===== src/rtl/sorted_array_insert_search_defines.svh =====
// ----------------------------------------------------------------------------
// Assertion macros for the sorted key array
// Shared concurrent check forms, clocked with asynchronous active-low reset.
// ----------------------------------------------------------------------------
`ifndef SORTED_ARRAY_INSERT_SEARCH_DEFINES_SVH
`define SORTED_ARRAY_INSERT_SEARCH_DEFINES_SVH

// condition holds at every clock edge out of reset
`define SSI_ASSERT_ALWAYS(label, clk, rst_n, cond, msg) \
	label: assert property (@(posedge clk) disable iff (!rst_n) (cond)) else $error(msg);

// antecedent in this cycle implies consequent in the same cycle
`define SSI_ASSERT_SAME(label, clk, rst_n, ante, cons, msg) \
	label: assert property (@(posedge clk) disable iff (!rst_n) (ante) |-> (cons)) else $error(msg);

// antecedent in this cycle implies consequent in the next cycle
`define SSI_ASSERT_NEXT(label, clk, rst_n, ante, cons, msg) \
	label: assert property (@(posedge clk) disable iff (!rst_n) (ante) |=> (cons)) else $error(msg);

`endif


===== src/rtl/ssi_pkg.sv =====
// ----------------------------------------------------------------------------
// ssi_pkg
// Types, constants and microprogram for the sorted key array.
// ----------------------------------------------------------------------------
package ssi_pkg;

	localparam int DEPTH     = 256;
	localparam int KEY_WIDTH = 32;
	localparam int AW        = $clog2(DEPTH);
	localparam int CNT_W     = $clog2(DEPTH + 1);
	localparam int IDX_W     = 8;
	localparam int PC_W      = 4;

	typedef enum logic [1:0] {
		ACT_INSERT = 2'd0,
		ACT_FIND   = 2'd1,
		ACT_READ   = 2'd2,
		ACT_CLEAR  = 2'd3
	} action_t;

	typedef enum logic [1:0] {
		ST_OK    = 2'd0,
		ST_FULL  = 2'd1,
		ST_RANGE = 2'd2
	} status_t;

	typedef struct packed {
		logic [1:0]                  action;
		logic signed [KEY_WIDTH-1:0] key;
		logic [IDX_W-1:0]            index;
	} request_t;

	typedef struct packed {
		logic [1:0]                  status;
		logic [CNT_W-1:0]            position;
		logic                        found;
		logic signed [KEY_WIDTH-1:0] read_value;
		logic [CNT_W-1:0]            entry_count;
	} result_t;

	// sequencer next-address control
	typedef enum logic [2:0] {
		JMP_NEXT,
		JMP_GOTO,
		JMP_IFT,
		JMP_IFF,
		JMP_DISPATCH
	} jmp_t;

	// condition select
	typedef enum logic [2:0] {
		C_SEARCH,
		C_FULL,
		C_SHIFT,
		C_MORE,
		C_FIND,
		C_RANGE
	} cond_t;

	// datapath operation
	typedef enum logic [3:0] {
		OP_NOP,
		OP_LATCH,
		OP_RD_MID,
		OP_UPD,
		OP_RD_LO,
		OP_FOUND,
		OP_RD_IM1,
		OP_SHIFT,
		OP_PUT,
		OP_RD_IDX,
		OP_RD_VAL,
		OP_SET_BAD,
		OP_CLEAR,
		OP_SET_FULL,
		OP_EMIT
	} op_t;

	typedef struct packed {
		jmp_t            jmp;
		cond_t           cond;
		logic [PC_W-1:0] target;
		op_t             op;
	} uword_t;

	typedef struct packed {
		logic search;
		logic full;
		logic shift;
		logic more;
		logic find;
		logic range;
	} flags_t;

	localparam logic [PC_W-1:0] S_IDLE  = 4'd0;
	localparam logic [PC_W-1:0] S_SRCH  = 4'd1;
	localparam logic [PC_W-1:0] S_CMP   = 4'd2;
	localparam logic [PC_W-1:0] S_RDPOS = 4'd3;
	localparam logic [PC_W-1:0] S_FND   = 4'd4;
	localparam logic [PC_W-1:0] S_CHKF  = 4'd5;
	localparam logic [PC_W-1:0] S_SHT   = 4'd6;
	localparam logic [PC_W-1:0] S_SHL   = 4'd7;
	localparam logic [PC_W-1:0] S_PUT   = 4'd8;
	localparam logic [PC_W-1:0] S_RD    = 4'd9;
	localparam logic [PC_W-1:0] S_RDOK  = 4'd10;
	localparam logic [PC_W-1:0] S_RDBAD = 4'd11;
	localparam logic [PC_W-1:0] S_CLR   = 4'd12;
	localparam logic [PC_W-1:0] S_FULL  = 4'd13;
	localparam logic [PC_W-1:0] S_DONE  = 4'd14;

	function automatic uword_t uw(jmp_t j, cond_t c, logic [PC_W-1:0] t, op_t o);
		uword_t w;
		w.jmp    = j;
		w.cond   = c;
		w.target = t;
		w.op     = o;
		return w;
	endfunction

	// microprogram store
	function automatic uword_t ucode(logic [PC_W-1:0] pc);
		uword_t w;
		unique case (pc)
			S_IDLE:  w = uw(JMP_DISPATCH, C_SEARCH, S_IDLE,  OP_LATCH);
			S_SRCH:  w = uw(JMP_IFF,      C_SEARCH, S_RDPOS, OP_RD_MID);
			S_CMP:   w = uw(JMP_GOTO,     C_SEARCH, S_SRCH,  OP_UPD);
			S_RDPOS: w = uw(JMP_NEXT,     C_SEARCH, S_IDLE,  OP_RD_LO);
			S_FND:   w = uw(JMP_IFT,      C_FIND,   S_DONE,  OP_FOUND);
			S_CHKF:  w = uw(JMP_IFT,      C_FULL,   S_FULL,  OP_NOP);
			S_SHT:   w = uw(JMP_IFF,      C_SHIFT,  S_PUT,   OP_RD_IM1);
			S_SHL:   w = uw(JMP_IFT,      C_MORE,   S_SHL,   OP_SHIFT);
			S_PUT:   w = uw(JMP_GOTO,     C_SEARCH, S_DONE,  OP_PUT);
			S_RD:    w = uw(JMP_IFT,      C_RANGE,  S_RDBAD, OP_RD_IDX);
			S_RDOK:  w = uw(JMP_GOTO,     C_SEARCH, S_DONE,  OP_RD_VAL);
			S_RDBAD: w = uw(JMP_GOTO,     C_SEARCH, S_DONE,  OP_SET_BAD);
			S_CLR:   w = uw(JMP_GOTO,     C_SEARCH, S_DONE,  OP_CLEAR);
			S_FULL:  w = uw(JMP_GOTO,     C_SEARCH, S_DONE,  OP_SET_FULL);
			S_DONE:  w = uw(JMP_GOTO,     C_SEARCH, S_IDLE,  OP_EMIT);
			default: w = uw(JMP_GOTO,     C_SEARCH, S_IDLE,  OP_NOP);
		endcase
		return w;
	endfunction

	// entry step for each action
	function automatic logic [PC_W-1:0] dispatch(logic [1:0] action);
		logic [PC_W-1:0] t;
		unique case (action)
			ACT_INSERT, ACT_FIND: t = S_SRCH;
			ACT_READ:             t = S_RD;
			default:              t = S_CLR;
		endcase
		return t;
	endfunction

endpackage


===== src/rtl/ssi_seq.sv =====
// ----------------------------------------------------------------------------
// ssi_seq
// Step counter and microprogram store; issues one control word per cycle.
// ----------------------------------------------------------------------------
`include "sorted_array_insert_search_defines.svh"

module ssi_seq import ssi_pkg::*; (
	input  logic       clk,
	input  logic       arst_n,
	input  logic       start,
	input  logic [1:0] action,
	input  flags_t     flags,
	output uword_t     ctl,
	output logic       busy
);

	logic [PC_W-1:0] pc_q;
	logic [PC_W-1:0] pc_d;
	logic            cond;

	assign ctl  = ucode(pc_q);
	assign busy = (pc_q != S_IDLE);

	always_comb begin
		unique case (ctl.cond)
			C_SEARCH: cond = flags.search;
			C_FULL:   cond = flags.full;
			C_SHIFT:  cond = flags.shift;
			C_MORE:   cond = flags.more;
			C_FIND:   cond = flags.find;
			C_RANGE:  cond = flags.range;
			default:  cond = 1'b0;
		endcase
	end

	always_comb begin
		unique case (ctl.jmp)
			JMP_NEXT:     pc_d = pc_q + 1'b1;
			JMP_GOTO:     pc_d = ctl.target;
			JMP_IFT:      pc_d = cond ? ctl.target : pc_q + 1'b1;
			JMP_IFF:      pc_d = cond ? pc_q + 1'b1 : ctl.target;
			JMP_DISPATCH: pc_d = start ? dispatch(action) : pc_q;
			default:      pc_d = S_IDLE;
		endcase
	end

	always_ff @(posedge clk or negedge arst_n) begin
		if (!arst_n) begin
			pc_q <= S_IDLE;
		end else begin
			pc_q <= pc_d;
		end
	end

	`SSI_ASSERT_ALWAYS(a_pc_in_program, clk, arst_n, pc_q <= S_DONE, "step counter left the program")
	`SSI_ASSERT_NEXT(a_start_taken, clk, arst_n, start && !busy, busy, "accepted item did not start")

endmodule


===== config.mk =====
export PLATFORM = sky130hd
export DESIGN_NAME = ssi_seq
export DESIGN_NICKNAME = d
export VERILOG_FILES = /design/src/rtl/ssi_pkg.sv /design/src/rtl/ssi_seq.sv
export VERILOG_INCLUDE_DIRS = /design/src /design/src/rtl
export SDC_FILE = /design/constraint.sdc
export NUM_CORES = 1
export LEC_CHECK = 0
export ABC_CLOCK_PERIOD_IN_PS = 2700
export BUFFER_PORTS_ARGS = -buffer_cell sky130_fd_sc_hd__buf_2
export CAP_MARGIN = 30
export CORE_MARGIN = 5
export CORE_UTILIZATION = 35
export CTS_CLUSTER_DIAMETER = 150
export DETAILED_ROUTE_END_ITERATION = 16
export MAX_ROUTING_LAYER = met4
export PLACE_DENSITY_LB_ADDON = 0.05
export SYNTH_ARGS = -nofsm -noshare
export SYNTH_HDL_FRONTEND = slang
export SYNTH_SLANG_ARGS = --single-unit
export TNS_END_PERCENT = 10

===== constraint.sdc =====
create_clock -name clk -period 2.7 [get_ports clk]
set_clock_uncertainty 0.1 [all_clocks]
set_input_delay 0.54 -clock clk [delete_from_list [all_inputs] [get_ports clk]]
set_output_delay 0.54 -clock clk [all_outputs]
set_load 0.05 [all_outputs]

# Yosys cells after proc, flatten, opt, wreduce, memory -nomap -nowiden
# Memories as Yosys holds them, arrays and structs flattened.
# Cells that the tools add are included.
# totals
register_bits	4
rom_bits	224
in_bits	11
out_inout_bits	15
memories	1
# memory_table
name	words	word_bits	read_ports	rd_ports_with_merged_regs	write_ports	line	text
(name not given)	16	14	1	0	0	ssi_pkg.sv:123	unique case (pc)
# op_classes
add_sub_neg	1
n_eq_ne	12
muxes	6
n_reduce_logical	5
# op_table
cell	count
$pmux 4 s5	1
$eq 3x2->1 const B	4
$mux 4	3
$eq 3x3->1 const B	3
$pmux 4 s2	1
$eq 3x1->1 const B	2
$logic_not 3->1	2
$pmux 1 s6	1
$add 4x1->4 const B	1
$reduce_bool 4->1	1
$eq 2x1->1 const B	1
$eq 2x2->1 const B	1
$logic_not 2->1	1
$ne 2x2->1 const B	1
$reduce_or 2->1	1

# Depth between registers and ports, before layout
# depth
word_depth	5
depth_mapped	10
mapped_depth_nobuf	9

# Worst setup path after synthesis
# OpenSTA, ideal clock, no wires.
# synth_timing
path_type	reg-to-reg
start	register pc_q[0]
end	register pc_q[0]
setup_time_ns	0.086
arrival_ns	2.882
t_required_ns	2.514
path_slack_ns	-0.369
path_stages_with_launch	9
period_less_slack_ns	3.069
cell_sequence	dfrtp_1 > buf_2 > inv_1 > ha_1 > mux2i_1 > o21ai_0 > nor4_1 > a211o_1 > a32oi_1
# synth_rtl
element	line	text
from (decl)	ssi_seq.sv:17	logic [PC_W-1:0] pc_q;
from (signal assigned)	ssi_seq.sv:51	pc_q <= pc_d;

==> Flow_metrics.wiki <==
{| class="wikitable"
! Metric !! Value
|-
| Final setup viols || 0
|-
| CTS sink count || 4
|-
| Registers with the most flip-flops || pc_q (4)
|-
| Chip height || around 61 um
|-
| Fraction of synthesized area in multiplexers || 0.0333
|-
| Clk pin slew, worst setup/hold paths || around 0.040 ns
|-
| Avg Synthesized Cell Area || 7.10 sq um
|-
| Number of H-tree branching levels || 1
|-
| Layout filler cell count || around 280
|-
| Setup Crit Path Kind || register to primary output
|-
| Result of the run || complete, no violations
|-
| Yosys warnings || 0
|-
| First-pass GRT wire length || between 4 and 5 mm
|-
| Worst min-delay path endpoint || pc_q[0]
|-
| Commonest non-fill, non-tap cells in the layout || 25 x sky130_fd_sc_hd__buf_2, 11 x sky130_fd_sc_hd__inv_1, 10 x sky130_fd_sc_hd__nand2_1
|-
| Total GRT Usage || 0.183
|-
| Maximum clock rate || ~0.39 GHz
|-
| Via-to-Cell Ratio || around 5.9
|-
| Unrepaired setup endpoints after global routing || false
|-
| Detailed router's first-iteration violation count || 63
|-
| Final antenna-violating net count || 0
|-
| Via count || 1085
|-
| DRC errors left || 0
|-
| Cell Rows || 18
|-
| Number of top-level pins || 26
|-
| Most flop-heavy register || pc_q
|-
| Wire per inst || between 15 and 20 um
|-
| Routed wire length || between 3 and 4 mm
|-
| R2r worst-path depth || 7
|-
| Maximum number of pins on one net before global-route repair || 22
|-
| Number of port buffers || 25
|-
| CP Cell Sequence || buf_4 -> inv_1 -> nand2_1 -> o21ai_0 -> buf_2
|-
| Compound-cell area share of the yosys netlist || 0.372
|-
| Detailed-routing iteration count for the pre-antenna-repair pass || 4
|-
| Flip-flop count of the largest register, all copies and words added || 4
|-
| Number of standard cells after synthesis || 127
|-
| Crit. End Element || primary output
|-
| Reg2Reg Capture Point || pc_q[3]
|-
| Count of antenna diodes in the layout || 0
|-
| Clock tree from TritonCTS || done
|-
| Dominant register cell in the synthesized netlist || sky130_fd_sc_hd__dfrtp_1
|-
| Largest family of logic cells by synthesized area || compound AO/OA/AOI/OAI gates
|-
| Adder-cell area share of the yosys netlist || 0.0832
|-
| Clock Root Buffer || sky130_fd_sc_hd__clkbuf_4
|-
| Horiz. Die Dim || between 60 and 70 um
|-
| Synthesis-to-layout area growth || 22.3%
|-
| EDFF count, synth || 0
|-
| Share of the clock period used by the worst path || 0.938
|-
| Netlist cell types || 42
|-
| Number of nets in the layout || roughly 170
|-
| Crit path time final || roughly 2.5 ns
|-
| Data arrival at the endpoint of the critical path || 1.89 ns
|-
| Asr flop ratio synth || 1.00
|-
| Slew at the pin closest to its max-slew limit || ~0.48 ns
|-
| Combined area of all synthesized cells || around 900 sq um
|-
| Number of pins exceeding their max-slew limit in the final report || 0
|-
| Leading cell type in the layout, fill and taps excluded || sky130_fd_sc_hd__buf_2
|-
| Fraction of the mapped netlist area in simple logic gates || 0.275
|-
| Largest fanout of any net on the critical path || 15
|-
| Placer congestion estimate || between 0.9 and 1
|-
| Number of cells on the worst hold path || 4
|-
| Number of buffers created by CTS || 3
|-
| XOR/XNOR share of the synthesized area || 0.0194
|-
| Register-to-register setup slack || around 0.37 ns
|-
| Type of the most critical hold path || input pin to register
|-
| Core area || about 2500 sq um
|-
| Flip-flop and latch count after synthesis || 4
|-
| Fraction of final layout cells sized beyond drive strength 1 || 0.284
|-
| Startpoint types || register
|-
| Worst Hold Margin || approximately 0.52 ns
|-
| Data required time of the worst path || 2.06 ns
|-
| Number of global-route vias before repair || ~1100
|-
| Origin of the critical flop-to-flop path || pc_q[0]
|-
| Cell with the biggest individual delay on the critical path || sky130_fd_sc_hd__dfrtp_1
|-
| Clock network latency to the later pin of the worst-skew pair || between 0.2 and 0.25 ns
|-
| Global-route congestion overflow total || 0
|-
| Worst path max stage delay || ~0.55 ns
|-
| Hold violation total from the final report || 0
|-
| Register area share after synthesis || 0.111
|-
| Remaining max-slew budget at the tightest pin || 0.680
|-
| Syn Nets || around 140
|-
| Half-perimeter wire length of the detailed placement result || about 2.4 mm
|-
| Max-cap violations || 0
|-
| Maximum clock insertion buffer count || 2
|-
| Effective utilization at floorplan || 0.364
|-
| Die Area || about 3700 sq um
|-
| Hold Crit Start || start
|-
| Post-layout utilization of the core || 0.445
|-
| Antenna violations before repair || 0
|}
## cell usage after synthesis (2+ instances only)
library cell	count	area share
sky130_fd_sc_hd__inv_1	11	0.046
sky130_fd_sc_hd__nand2_1	10	0.042
sky130_fd_sc_hd__nor2_1	9	0.037
sky130_fd_sc_hd__a21oi_1	8	0.044
sky130_fd_sc_hd__ha_1	6	0.083
sky130_fd_sc_hd__o21ai_0	6	0.033
sky130_fd_sc_hd__a31oi_1	5	0.035
sky130_fd_sc_hd__buf_2	5	0.028
sky130_fd_sc_hd__nor2b_1	5	0.035
sky130_fd_sc_hd__a21o_1	4	0.033
sky130_fd_sc_hd__a32oi_1	4	0.039
sky130_fd_sc_hd__dfrtp_1	4	0.11
sky130_fd_sc_hd__nand2b_1	4	0.028
sky130_fd_sc_hd__nand3_1	4	0.022
sky130_fd_sc_hd__a211o_1	3	0.029
sky130_fd_sc_hd__mux2i_1	3	0.033
sky130_fd_sc_hd__nor3_1	3	0.017
sky130_fd_sc_hd__o31ai_1	3	0.025
sky130_fd_sc_hd__or3_1	3	0.021
sky130_fd_sc_hd__buf_6	2	0.025
sky130_fd_sc_hd__nand4_1	2	0.014
sky130_fd_sc_hd__o211ai_1	2	0.017
sky130_fd_sc_hd__o22ai_1	2	0.014
## metrics by stage
| stage | cells | worst slack, ns | TNS, ns | cell area [sq um] |
|---|---|---|---|---|
| 5_1_grt | 185 | 0.0263 | 0 | 1100 |
| 2_1_floorplan | 127 | -0.132 | -0.277 | 903 |
| 4_1_cts | 185 | 0.106 | 0 | 1100 |
| 3_5_place_dp | 181 | 0.370 | 0 | 1070 |
| 6_report | 185 | 0.167 | 0 | 1100 |
| 3_3_place_gp | 181 | 0.369 | 0 | 1070 |
## cells by family (layout without fill, tap and decap cells)
kind of cell | after synthesis | in the layout
AO/OA/AOI/OAI | 46 | 46
buffers and inverters | 20 | 48
flip-flops | 4 | 4
AND/OR/NAND/NOR | 46 | 46
XOR/XNOR | 2 | 2
multiplexers | 3 | 3
adder cells (fa/ha/maj) | 6 | 6
## worst max-delay path by stage
stage                  from      end  depth (start not counted)
global placement    pc_q[3]   ctl[5]                          4
detailed placement  pc_q[3]  ctl[11]                          5
finish              pc_q[2]   ctl[6]                          5
CTS                 pc_q[3]  ctl[11]                          5
global route        pc_q[0]  ctl[11]                          7
floorplan           pc_q[3]   ctl[1]                          5
## worst max-delay path: cells and delay by family, from the launching register on
kind | cells | cell delay (ns)
flip-flops | 1 | 0.55
AND/OR/NAND/NOR | 1 | 0.06
AO/OA/AOI/OAI | 1 | 0.30
buffers and inverters | 3 | 0.73
## final cells by class
cell class / count / area, sq um / share of cell area
Clock buffer: 3 / 22.5 / 0.0204
Timing Repair Buffer: 34 / 195 / 0.177
Multi-Input combinational cell: 103 / 706 / 0.639
Inverter: 11 / 41.3 / 0.0374
Tap cell: 30 / 37.5 / 0.0340
Sequential cell: 4 / 101 / 0.0918
## metal layers
| metal | track usage | share of wire | vias up |
|---|---|---|---|
| li1 | - | - | 526 |
| met1 | 0.248 | 0.46 | 495 |
| met2 | 0.278 | 0.45 | 56 |
| met3 | 0.0277 | 0.074 | 8 |
| met4 | 0.0557 | 0.015 | 0 |
| met5 | - | 0 | - |
## repair_timing
action / CTS / global route
hold buffers: 1 / 0
setup endpoints to repair: 0 / 2
resized for setup: 0 / 1
endpoints found under the hold margin: 2 / 0
buffers inserted: 0 / 0
Power is not shown: default switching activity piles up to over one toggle a cycle in this logic, so the estimate is an artifact.
